**config.mk**
```make
export PLATFORM = sky130hd
export DESIGN_NAME = chunked_frame_deframer_top
export DESIGN_NICKNAME = d
export VERILOG_FILES = /design/src/sv/cfd_pkg.sv /design/src/sv/chunked_frame_deframer_top.sv /design/src/sv/cfd_out_buf.sv
export SDC_FILE = /design/constraint.sdc
export NUM_CORES = 1
export LEC_CHECK = 0
export ABC_AREA = 1
export ABC_CLOCK_PERIOD_IN_PS = 8500
export BUFFER_PORTS_ARGS = -buffer_cell sky130_fd_sc_hd__buf_2
export CORE_ASPECT_RATIO = 1.1
export CORE_MARGIN = 2
export CORE_UTILIZATION = 55
export CTS_CLUSTER_SIZE = 40
export DETAILED_ROUTE_END_ITERATION = 16
export GPL_TIMING_DRIVEN = 0
export PLACE_DENSITY = 0.77
export SLEW_MARGIN = 20
export SYNTH_ARGS = -nofsm -noshare
export SYNTH_HDL_FRONTEND = slang
export SYNTH_SLANG_ARGS = --single-unit
```
**constraint.sdc**
```tcl
create_clock -name clk -period 8.5 [get_ports clk]
set_clock_uncertainty 0.1 [all_clocks]
set_input_delay 0.85 -clock clk [delete_from_list [all_inputs] [get_ports clk]]
set_output_delay 0.85 -clock clk [all_outputs]
set_load 0.02 [all_outputs]
```
**src/sv/cfd_pkg.sv**
```systemverilog
// Package for the chunked frame deframer: word types, phase codes, markers
// and constants. No dependencies.
`default_nettype none

package cfd_pkg;

  localparam int unsigned BUFFER_BYTES = 131072;

  localparam int unsigned WI_BITS = 25;
  localparam int unsigned IC_BITS = 17;

  localparam logic [1:0] KIND_START = 2'd0;
  localparam logic [1:0] KIND_BYTE  = 2'd1;
  localparam logic [1:0] KIND_TICK  = 2'd2;

  localparam logic REG_CHUNK_BYTES   = 1'b0;
  localparam logic REG_TIMEOUT_TICKS = 1'b1;

  localparam logic [15:0] CHUNK_BYTES_RESET   = 16'd512;
  localparam logic [15:0] TIMEOUT_TICKS_RESET = 16'd1000;

  localparam logic [31:0] MARK_START       = 32'hFFAAFFAA;
  localparam logic [31:0] MARK_CHUNK_START = 32'hFFCCFFCC;
  localparam logic [31:0] MARK_CHUNK_END   = 32'hFFDDFFDD;

  typedef enum logic [1:0] {
    PH_IDLE = 2'd0,
    PH_HUNT = 2'd1,
    PH_SIZE = 2'd2,
    PH_DATA = 2'd3
  } phase_t;

  typedef struct packed {
    logic [1:0] kind;
    logic [7:0] data;
  } in_word_t;

  typedef struct packed {
    logic        store_valid;
    logic [16:0] store_addr;
    logic [7:0]  store_data;
    logic        overflow;
    logic        ack;
    logic        done_res;
    logic        timed_out;
    logic [23:0] frame_length;
    logic        busy_res;
  } out_word_t;

endpackage

`default_nettype wire

```
**src/sv/chunked_frame_deframer_top.sv**
```systemverilog
// Top level of the chunked frame deframer: phase machine, counters and
// config registers. Depends on cfd_pkg and cfd_out_buf.
`default_nettype none

// Usage
//   src channel: one word per event (start, received byte, 1 ms tick),
//   taken at a rising edge with src_valid high and src_stall low.
//   dst channel: exactly one result word per source word, in order, taken
//   at a rising edge with dst_valid high and dst_stall low.
//   cfg port: cfg_we with cfg_index 0 writes chunk_bytes, 1 writes
//   timeout_ticks; write only while the block is idle.
// Handling and throughput
//   A source word is handled in the cycle it is taken: the marker window
//   compare and counter updates sit between the state registers and the
//   result buffer, which registers the result. One word per cycle is
//   sustained unless dst stalls; the two-entry buffer sets the limit.
// Reset
//   rst (synchronous) returns the phase to idle, clears the window and
//   counters, loads chunk_bytes 512 and timeout_ticks 1000, empties buffer.
// Receiver stall
//   While dst is stalled one more result is held in the skid entry; once
//   it is occupied src_stall rises and holds until a result is taken.
module chunked_frame_deframer_top (
  input  wire logic              clk,
  input  wire logic              rst,
  input  wire logic              src_valid,
  output logic                   src_stall,
  input  wire cfd_pkg::in_word_t src_word,
  output logic                   dst_valid,
  input  wire logic              dst_stall,
  output cfd_pkg::out_word_t     dst_word,
  input  wire logic              cfg_we,
  input  wire logic              cfg_index,
  input  wire logic [15:0]       cfg_data
);
  import cfd_pkg::*;

  localparam logic [WI_BITS-1:0] BufLimit = WI_BITS'(BUFFER_BYTES);

  // configuration
  logic [15:0] chunk_bytes;
  logic [15:0] timeout_ticks;

  // reception state
  phase_t              phase, phase_next;
  logic [31:0]         window, window_next;
  logic [1:0]          len_cnt, len_cnt_next;
  logic [23:0]         ann_len, ann_len_next;
  logic [WI_BITS-1:0]  wr_idx, wr_idx_next;
  logic [IC_BITS-1:0]  chunk_idx, chunk_idx_next;
  logic [15:0]         idle_ticks, idle_ticks_next;

  logic                accept;
  logic                buf_full;
  out_word_t           res;

  // helpers for the data phase
  logic [WI_BITS-1:0]  wr_inc;
  logic [IC_BITS-1:0]  chunk_inc;
  logic [WI_BITS-1:0]  frame_end;
  logic [IC_BITS-1:0]  chunk_end;
  logic [15:0]         ticks_inc;

  assign src_stall = buf_full;
  assign accept    = src_valid && !buf_full;

  always_ff @(posedge clk) begin
    if (rst) begin
      chunk_bytes   <= CHUNK_BYTES_RESET;
      timeout_ticks <= TIMEOUT_TICKS_RESET;
    end else if (cfg_we) begin
      case (cfg_index)
        REG_CHUNK_BYTES:   chunk_bytes   <= cfg_data;
        REG_TIMEOUT_TICKS: timeout_ticks <= cfg_data;
        default: ;
      endcase
    end
  end

  always_ff @(posedge clk) begin
    if (rst) begin
      phase      <= PH_IDLE;
      window     <= '0;
      len_cnt    <= '0;
      ann_len    <= '0;
      wr_idx     <= '0;
      chunk_idx  <= '0;
      idle_ticks <= '0;
    end else if (accept) begin
      phase      <= phase_next;
      window     <= window_next;
      len_cnt    <= len_cnt_next;
      ann_len    <= ann_len_next;
      wr_idx     <= wr_idx_next;
      chunk_idx  <= chunk_idx_next;
      idle_ticks <= idle_ticks_next;
    end
  end

  assign wr_inc    = wr_idx + WI_BITS'(1);
  assign chunk_inc = chunk_idx + IC_BITS'(1);
  assign frame_end = WI_BITS'(ann_len) + WI_BITS'(4);
  assign chunk_end = IC_BITS'(chunk_bytes) + IC_BITS'(4);
  assign ticks_inc = (idle_ticks != 16'hFFFF) ? idle_ticks + 16'd1 : idle_ticks;

  always_comb begin
    phase_next      = phase;
    window_next     = window;
    len_cnt_next    = len_cnt;
    ann_len_next    = ann_len;
    wr_idx_next     = wr_idx;
    chunk_idx_next  = chunk_idx;
    idle_ticks_next = idle_ticks;
    res             = '0;

    if (src_word.kind == KIND_START) begin
      // restart from the hunt; the window is kept
      len_cnt_next    = '0;
      ann_len_next    = '0;
      wr_idx_next     = '0;
      chunk_idx_next  = '0;
      idle_ticks_next = '0;
      phase_next      = PH_HUNT;
    end else if (src_word.kind == KIND_BYTE && phase != PH_IDLE) begin
      idle_ticks_next = '0;
      window_next     = {window[23:0], src_word.data};
      case (phase)
        PH_HUNT: begin
          if (window_next == MARK_START) begin
            phase_next = PH_SIZE;
          end
        end
        PH_SIZE: begin
          // little-endian length, one byte at a time
          case (len_cnt)
            2'd0:    ann_len_next = ann_len | {16'd0, src_word.data};
            2'd1:    ann_len_next = ann_len | {8'd0, src_word.data, 8'd0};
            default: ann_len_next = ann_len | {src_word.data, 16'd0};
          endcase
          if (len_cnt == 2'd2) begin
            len_cnt_next = '0;
            wr_idx_next  = '0;
            phase_next   = PH_DATA;
          end else begin
            len_cnt_next = len_cnt + 2'd1;
          end
        end
        default: begin
          if (window_next == MARK_CHUNK_START) begin
            // rewind by the partial chunk, marker bytes included
            wr_idx_next    = wr_idx - WI_BITS'(chunk_idx);
            chunk_idx_next = '0;
          end else begin
            if (wr_idx < BufLimit) begin
              res.store_valid = 1'b1;
              res.store_addr  = wr_idx[IC_BITS-1:0];
              res.store_data  = src_word.data;
            end else begin
              res.overflow = 1'b1;
            end
            wr_idx_next    = wr_inc;
            chunk_idx_next = chunk_inc;
            if (window_next == MARK_CHUNK_END) begin
              // frame end wins over chunk end; strip the marker either way
              if (wr_inc == frame_end) begin
                wr_idx_next        = wr_inc - WI_BITS'(4);
                res.ack            = 1'b1;
                res.done_res       = 1'b1;
                res.frame_length   = ann_len;
                phase_next         = PH_IDLE;
              end else if (chunk_inc == chunk_end) begin
                wr_idx_next    = wr_inc - WI_BITS'(4);
                res.ack        = 1'b1;
                chunk_idx_next = '0;
              end
            end
          end
        end
      endcase
    end else if (src_word.kind == KIND_TICK && phase != PH_IDLE) begin
      idle_ticks_next = ticks_inc;
      if (ticks_inc > timeout_ticks) begin
        res.timed_out = 1'b1;
        phase_next    = PH_IDLE;
      end
    end

    res.busy_res = (phase_next != PH_IDLE);
  end

  cfd_out_buf u_out_buf (
    .clk       (clk),
    .rst       (rst),
    .push      (accept),
    .push_word (res),
    .full      (buf_full),
    .dst_valid (dst_valid),
    .dst_stall (dst_stall),
    .dst_word  (dst_word)
  );

`ifndef NO_ASSERTIONS
  // a full skid entry means a result is on show
  a_stall_has_result: assert property (@(posedge clk) disable iff (rst)
    src_stall |-> dst_valid)
    else $error("src_stall raised with no result on dst");

  // a finished frame leaves the block idle
  a_done_idle: assert property (@(posedge clk) disable iff (rst)
    (dst_valid && dst_word.done_res) |-> !dst_word.busy_res)
    else $error("done result reports busy");

  // a byte is either stored or dropped, never both
  a_store_xor_ovf: assert property (@(posedge clk) disable iff (rst)
    dst_valid |-> !(dst_word.store_valid && dst_word.overflow))
    else $error("store and overflow in one result");

  // an accepted start arms the receiver
  a_start_arms: assert property (@(posedge clk) disable iff (rst)
    (accept && src_word.kind == KIND_START) |=> (phase == PH_HUNT))
    else $error("start did not enter the hunt phase");
`endif

endmodule

`default_nettype wire

```
**src/sv/cfd_out_buf.sv**
```systemverilog
// Two-entry result buffer (output register plus skid) for the deframer.
// Depends on cfd_pkg for the result word type.
`default_nettype none

module cfd_out_buf (
  input  wire logic             clk,
  input  wire logic             rst,
  input  wire logic             push,
  input  wire cfd_pkg::out_word_t push_word,
  output logic                  full,
  output logic                  dst_valid,
  input  wire logic             dst_stall,
  output cfd_pkg::out_word_t    dst_word
);
  import cfd_pkg::*;

  out_word_t skid_word;
  logic      skid_full;
  logic      take;

  assign take = dst_valid && !dst_stall;
  assign full = skid_full;

  always_ff @(posedge clk) begin
    if (rst) begin
      dst_valid <= 1'b0;
      skid_full <= 1'b0;
    end else if (skid_full) begin
      if (take) begin
        skid_full <= 1'b0;
      end
    end else if (push) begin
      if (!dst_valid || take) begin
        dst_valid <= 1'b1;
      end else begin
        skid_full <= 1'b1;
      end
    end else if (take) begin
      dst_valid <= 1'b0;
    end
  end

  // payload: refill from skid first, else from the new word
  always_ff @(posedge clk) begin
    if (skid_full) begin
      if (take) begin
        dst_word <= skid_word;
      end
    end else if (push) begin
      if (!dst_valid || take) begin
        dst_word <= push_word;
      end else begin
        skid_word <= push_word;
      end
    end
  end

endmodule

`default_nettype wire

```
Word level (Yosys, flattened, before mapping)
Cells that the tools add are included. Widths: inputs -> output; s select.

Input bits: 32. Output and inout bits: 57. Word-level logic and storage cells: 158. Register bits after elaboration: 254.

Reductions and logical operators: 29. Add/sub/neg operators: 8. Order comparisons: 2. Equal/unequal tests: 17. Mux-type cells: 66. Bitwise operators: 7.

Operator list (number): $mux 55 (4); $mux 24 (8); $mux 25 (7); $mux 17 (7); $eq 32x32->1 const B (3); $mux 29 (3); $mux 16 (4); $mux 54 (1); $pmux 25 s2 (1); $pmux 24 s2 (1); $mux 2 (14); $mux 26 (1); $add 24x3->25 const B (1); $add 25x1->25 const B (1); $eq 25x25->1 (1); $lt 25x18->1 const B (1); $sub 25x17->25 (1); $sub 25x3->25 const B (1); $or 24x16->24 (1); $or 24x24->24 (1); $or 24x8->24 (1); $reduce_and 3->1 (6); $add 16x3->17 const B (1); $add 17x1->17 const B (1); other kinds (22) (58).

Logic depth before layout (Yosys ltp)
Gate-level depths: netlist (run 1).

Depth in word-level cells: 12. Mapped depth: 22. Gate-level depth less buffers: 22.

Cells and area by module
Synthesis (run 1) repeated with hierarchy kept, for this count alone.

Cell total of the unflattened synthesis: 2462. Area total of the unflattened synthesis: 16393.2 sq um.

By module, submodules not included: chunked_frame_deframer_top (area each 12241.7 sq um, sequential area each 2842.7 sq um, cells an instance 2154, times used 1); cfd_out_buf (area each 4151.5 sq um, sequential area each 3343.2 sq um, cells an instance 308, times used 1).

Worst setup path before layout (run 1)
No wires, ideal clock.

Kind: input to register. Start point: input port src_valid. End point: register u_out_buf.dst_word[0] (netlist name). Buffers on the path: 0. Setup time: 486 ps. Cell stages on the path: 4. Slack: 4052 ps. Data required time: 7914 ps. Arrival: 3862 ps. Cells stage by stage: nand2_1 -> inv_1 -> a21oi_1 -> a21oi_1.

Cells in the longest elaborated chain, start to end: 3.

Ends and longest elaborated chain: from (decl) (line chunked_frame_deframer_top.sv:26) `input wire logic src_valid,`; $logic_and 1x1->1 (line chunked_frame_deframer_top.sv:65) `assign accept = src_valid && !buf_full;`; $reduce_bool 2->1 (no source line); $reduce_and 3->1 (no source line).

Every way passes these cells. A chain may end at the register's enable or synchronous reset.

==> impl_metrics.ini, run 1 <==
[floorplanning]
dieArea_um2 = 31100
die_h_um = 185
ioPinCount = 89
start_util = 0.555
core_um2 = 29400
die_w_um = 168
rows = 66

[routing]
num_vias = 16400
first_pass_iters = 6
vias_per_cell = 5.54
wl_per_cell_um = 16.8
ant_nets = 0
drc = 0
finalWirelength_mm = 49.8
dr.first_iter.drc_count = 1343

[placement]
hpwlAfterDp_mm = 39.9
dpl_cell_area_um2 = 17400
port_buffers = 88
gp_congestion = 0.969

[cts]
cts_buffers = 26
cts_tree = built
clock_sinks = 254
cts.repair.resized = 0
cts_htree_levels = 1
hold_buffers = 0
cts_post_setup_buffers_inserted = 0
cts-root-buf = clkbuf_16
clkSlewWorstSetupHoldPaths_ns = 0.06
cts_buffer_depth = 3
clock_latency_ns = 0.57

[layout]
fillers = 2830
final_cell_mix = 776 x nand2_1, 313 x nor2_1, 287 x inv_1
antenna_cells = 0
drive_gt1_frac = 0.0854
final_common_cell = nand2_1
final_cell_area_um2 = 18200
area_growth_pct = 11.5
utilization = 0.619
nets = 2644

[worst_hold_path]
hold_depth = 2
min_to = timeout_ticks[13]
hold_path.startpoint = timeout_ticks[13]
hp-class = reg -> reg

[power]
vdd_ir_drop_max_mv = 0.144
leakagePower_nw = 8.12
p_per_area_nw_per_um2 = 148

[setup_path]
cp_data_required_time_ns = 8.72
cp_common_cell = nand2_1
regToRegEndpoint = u_out_buf.dst_word[0]
max_stage_delay_ns = 0.47
crit_path_end_kind = flip-flop
cp_max_fo = 4
crit_slowest_cell = nor4_1
worstPathCellList = ha_1 -> nand2_1 -> nor4b_1 -> nand3_1 -> nor4_1 -> inv_1 -> nand2_1 -> xnor2_1 -> ha_1 -> nand2_1 -> nor2_1 -> nand2_1 -> o211ai_1 -> nand2_1 -> o2111ai_1 -> nand2_1 -> nand4_1 -> nand2_1 -> nand3_1 -> nand3_1 -> nand2_1 -> nand2_1
critPathKind = reg -> reg
r2r-start = idle_ticks[0]
startpoint_type = flip-flop
critPathArrivalTime_ns = 4.40
reg2reg_setup_slack_ns = 4.33
crit_buf_inv = 1
ff2ff_path_depth = 22
critPathTopFamily = simple AND/OR/NAND/NOR gates

[sta]
period_share = 0.491
drv_slew = 0
max_slew_margin = 0.429
worstMarginPinSlew_ns = 0.850
rsz0062_at_grt = false
finalHoldViolations = 0
fin_crit_ns = 4.17
finalSetupViolCount = 0
finalSetupTns_ns = 0
clock.fmax_mhz = 240

[synthesis]
synth_nets = 2524
yosys_most_used_dff = dfxtp_1
syn_area_um2 = 16300
ys_seq_elements = 254
synth.avg_cell_area_um2 = 6.67
synth_edf_count = 110
synth-warning-count = 0
ys_types = 51
yosysSeqAreaShare = 0.379
synthCells = 2448
synthArstFlopShare = 0

[grt]
track_usage = 0.320
grt_antenna_before_repair = 1
grt_pass1_wl_mm = 78.9
grt_max_degree = 30
globalRouteOverflowTotal = 0
grt_pass1_vias = 15400

[outcome]
status = finished clean

[job]
cap_violations = 0
-- power breakdown --
part | internal [W] | total [W] | switching, W
registers | 0.00131 | 0.00133 | 0.0000191
clock network | 0.000629 | 0.00113 | 0.000504
logic | 0.0000681 | 0.000232 | 0.000164
total | 0.00201 | 0.00270 | 0.000688
-- worst reg2reg max path: cells and delay by family, from the launching register on --
family                     cells  cell delay, ns
AOI/OAI and AO/OA              2            0.18
xor gates and xnor gates       1            0.12
adders and majority gates      2            0.54
buffers and inverters          1            0.19
DFF                            1            0.38
and+or+nand+nor               16            2.41
-- routing by layer --
layer | global-route usage | wire length, um
met1 | 0.389 | 20100
met3 | 0.0369 | 3410
met2 | 0.568 | 23800
met4 | 0.148 | 2520
met5 | 0 | 13
-- per-stage QoR --
step / cells / total power, W / hold slack (ns) / worst slack (ns)
finish: 2962 / 0.00270 / 0.370 / 4.33
global route: 2962 / 0.00278 / 0.394 / 3.78
CTS: 2962 / 0.00271 / 0.368 / 4.33
detailed placement: 2914 / 0.00159 / 0.356 / 4.32
global placement: 2910 / 0.00158 / 0.353 / 2.74
floorplan: 2448 / 0.00150 / 0.335 / 4.05
-- layout make-up --
class,count,area (um^2),area share
Buffer,67,302,0.0166
Timing Repair Buffer,92,543,0.0298
Multi-Input combinational cell,1832,8750,0.481
Inverter,295,1110,0.0609
Clock buffer,37,723,0.0397
Sequential cell,254,6190,0.340
Tap cell,374,468,0.0257
Clock inverter,11,118,0.00646
-- registers in the layout, indices dropped and copies added (netlist names), 16 cells and up --
| register | count |
|---|---|
| chunk_bytes | 16 |
| timeout_ticks | 16 |
| chunk_idx | 17 |
| u_out_buf.dst_word | 55 |
| u_out_buf.skid_word | 55 |
| wr_idx | 25 |
| idle_ticks | 16 |
| ann_len | 24 |
| window | 24 |
-- worst max path at each step --
stage	startpoint	end	slack, ns	cells after the start
CTS	idle_ticks[0]	u_out_buf.dst_word[0]	4.33	22
global placement	src_valid	u_out_buf.dst_word[51]	2.74	5
global route	idle_ticks[0]	u_out_buf.dst_word[0]	3.78	22
floorplan	src_valid	u_out_buf.dst_word[0]	4.05	4
detailed placement	src_word[5]	u_out_buf.dst_word[51]	4.32	13
finish	idle_ticks[0]	u_out_buf.dst_word[0]	4.33	22
-- Yosys cell counts, types with 20 or more instances --
library cell / instances / area [um^2]
ha_1: 43 / 538
dfxtp_1: 144 / 2880
nor3_1: 21 / 105
nand3_1: 167 / 836
xor2_1: 26 / 228
inv_1: 287 / 1080
edfxtp_1: 110 / 3300
nor2_1: 314 / 1180
a21oi_1: 197 / 986
o21ai_0: 107 / 536
nand3_2: 20 / 200
nand2_1: 776 / 2910
clkbuf_1: 47 / 176
nand4_1: 41 / 257
-- logic make-up after synthesis --
family / after synthesis / share of synthesized area
flops: 254 / 0.379
compound gates: 352 / 0.115
fa+ha+maj: 44 / 0.0342
buf+inv: 362 / 0.0864
simple gates: 1401 / 0.367
xor+xnor: 35 / 0.0188
Note: power is estimated with default switching activity, not from simulation.
==> inputs of run 2 (changes only) <==
Settings changed: ABC_CLOCK_PERIOD_IN_PS 8500 to 4100.
Clock period 8.5 ns to 4.1 ns, I/O delays scaled along.
==> run 2 against run 1 <==
Net effect: flip-flop and latch count stayed put; combinational power is 110% higher; utilization is 1.1 points higher; count of clock-buffer cells in the layout is 4 lower; critical path depth stayed put; sequential power is 110% higher; total power is 130% higher; routed wire length is 2.7% higher; non-clock buffer count is 10 higher.
==> impl_metrics.ini, run 2 (synthesized netlist as in run 1, its figures left out) <==
[outcome]
status = finished clean

[grt]
grt_pass1_wl_mm = 79.7
track_usage = 0.325
grt_antenna_before_repair = 2
grt_pass1_vias = 15400
globalRouteOverflowTotal = 0
grt_max_degree = 30

[routing]
num_vias = 16700
ant_nets = 0
drc = 0
dr.first_iter.drc_count = 1355
first_pass_iters = 8
wl_per_cell_um = 17.2
finalWirelength_mm = 51.2
vias_per_cell = 5.60

[power]
switchingPower_w = 0.00150
pwr-share-seq = 0.454
vdd_ir_drop_max_mv = 0.297
intPower_w = 0.00458
pwr-share-clk = 0.464
p_per_area_nw_per_um2 = 328
p_sw_frac = 0.247
leakagePower_nw = 8.27
combPwrFrac = 0.081

[setup_path]
max_stage_delay_ns = 0.39
crit_slowest_cell = dfxtp_1
cp.depth = 22
crit_buf_inv = 1
crit_start = idle_ticks[0]
critPathArrivalTime_ns = 4.07
ff2ff_path_depth = 22
cp_common_cell = nand2_1
critPathTopFamily = simple AND/OR/NAND/NOR gates
crit_path_end_kind = flip-flop
reg2reg_setup_slack_ns = 0.28
worstPathCellList = ha_2 -> nand2_1 -> nor4b_2 -> nand3_1 -> nor4_4 -> inv_2 -> nand2_1 -> xnor2_1 -> ha_1 -> nand2_1 -> nor2_1 -> nand2_1 -> o211ai_1 -> nand2_1 -> o2111ai_1 -> nand2_2 -> nand4_1 -> nand2_1 -> nand3_1 -> nand3_2 -> nand2_1 -> nand2_1
startpoint_type = flip-flop
r2r-start = idle_ticks[0]
cp_max_fo = 4
regToRegEndpoint = u_out_buf.dst_word[0]
critPathKind = reg -> reg
cp_data_required_time_ns = 4.35
cp-endpoint = u_out_buf.dst_word[0]

[layout]
largestRegisters = u_out_buf.dst_word (55), u_out_buf.skid_word (55), wr_idx (25)
drive_gt1_frac = 0.0903
final_cell_mix = 775 x nand2_1, 313 x nor2_1, 286 x inv_1
area_growth_pct = 13.5
antenna_cells = 0
nets = 2656
final_common_cell = nand2_1
fillers = 2681

[floorplanning]
core_um2 = 29400
dieArea_um2 = 31100
rows = 66
ioPinCount = 89
start_util = 0.555
die_w_um = 168
die_h_um = 185

[sta]
fin_crit_ns = 3.82
finalSetupViolCount = 0
finalHoldViolations = 0
worstMarginPinSlew_ns = 0.988
whs_ns = 0.0254
drv_slew = 0
max_slew_margin = 0.336
period_share = 0.933
finalSetupTns_ns = 0
clock.fmax_mhz = 262
finalWorstSetupSlack_ns = 0.277

[cts]
cts_buffer_depth = 3
clkSlewWorstSetupHoldPaths_ns = 0.06
clock_latency_ns = 0.59
cts_htree_levels = 1
cts_buffers = 28
cts-root-buf = clkbuf_16
cts_tree = built
clock_sinks = 254

[placement]
pre_cts_slack_ns = 0.0441
gp_congestion = 0.970
port_buffers = 88
hpwlAfterDp_mm = 40.2

[worst_hold_path]
hp-class = in -> reg

[job]
cap_violations = 0
[run 2: through the flow]
step | area, um^2 | std cells | utilization | total power, W
6_report | 18500 | 2976 | 0.630 | 0.00608
4_1_cts | 18500 | 2975 | 0.629 | 0.00610
2_1_floorplan | 16300 | 2448 | - | 0.00312
5_1_grt | 18500 | 2976 | 0.630 | 0.00627
3_3_place_gp | 17200 | 2910 | 0.586 | 0.00327
3_5_place_dp | 17400 | 2914 | 0.590 | 0.00330
[run 2: power groups by stage]
stage	Clock, W	Combinational [W]	Sequential, W
2_1_floorplan	0	0.000250	0.00287
5_1_grt	0.00296	0.000542	0.00277
4_1_cts	0.00285	0.000488	0.00276
3_5_place_dp	0	0.000480	0.00282
6_report	0.00282	0.000494	0.00276
3_3_place_gp	0	0.000453	0.00282
[run 2: layout make-up]
class	instances	area, um^2	share of cell area
repair buffers	102	641	0.0346
well taps	374	468	0.0253
multi-input cells	1832	8790	0.474
clock inverters	19	314	0.0169
clock buffers	33	719	0.0388
plain buffers	67	302	0.0163
inverters	295	1110	0.0598
flip-flops and latches	254	6190	0.334
[run 2: how the worst min path moves through the flow]
stage          cells past startpoint                 to  slack, ns              start
6_report                           3        ann_len[17]       0.03        src_word[1]
5_1_grt                            3        ann_len[19]       0.02        src_word[3]
4_1_cts                            3        ann_len[17]      0.008        src_word[1]
3_5_place_dp                       2   timeout_ticks[2]       0.36   timeout_ticks[2]
3_3_place_gp                       2      idle_ticks[5]       0.35      idle_ticks[5]
2_1_floorplan                      2  timeout_ticks[10]       0.34  timeout_ticks[10]
[run 2: repair_timing]
| item | in CTS | in global routing |
|---|---|---|
| hold buffers | 9 | 0 |
| setup endpoints to repair | 0 | 4 |
| buffers inserted | 0 | 1 |
| gates resized for setup | 0 | 10 |
| hold endpoints to repair | 12 | 0 |
[run 2: worst min-delay path: cells and delay by family]
kind,cells,cell delay (ns)
AND/OR/NAND/NOR,1,0.07
buffers and inverters,1,0.13
AO/OA/AOI/OAI,1,0.05
[run 2: per-layer routing]
metal / vias up / part of all wire / global-route usage
met2: 623 / 0.49 / 0.584
li1: 8215 / - / -
met4: 0 / 0.043 / 0.134
met5: - / 0 / 0
met3: 125 / 0.066 / 0.0464
met1: 7692 / 0.40 / 0.390
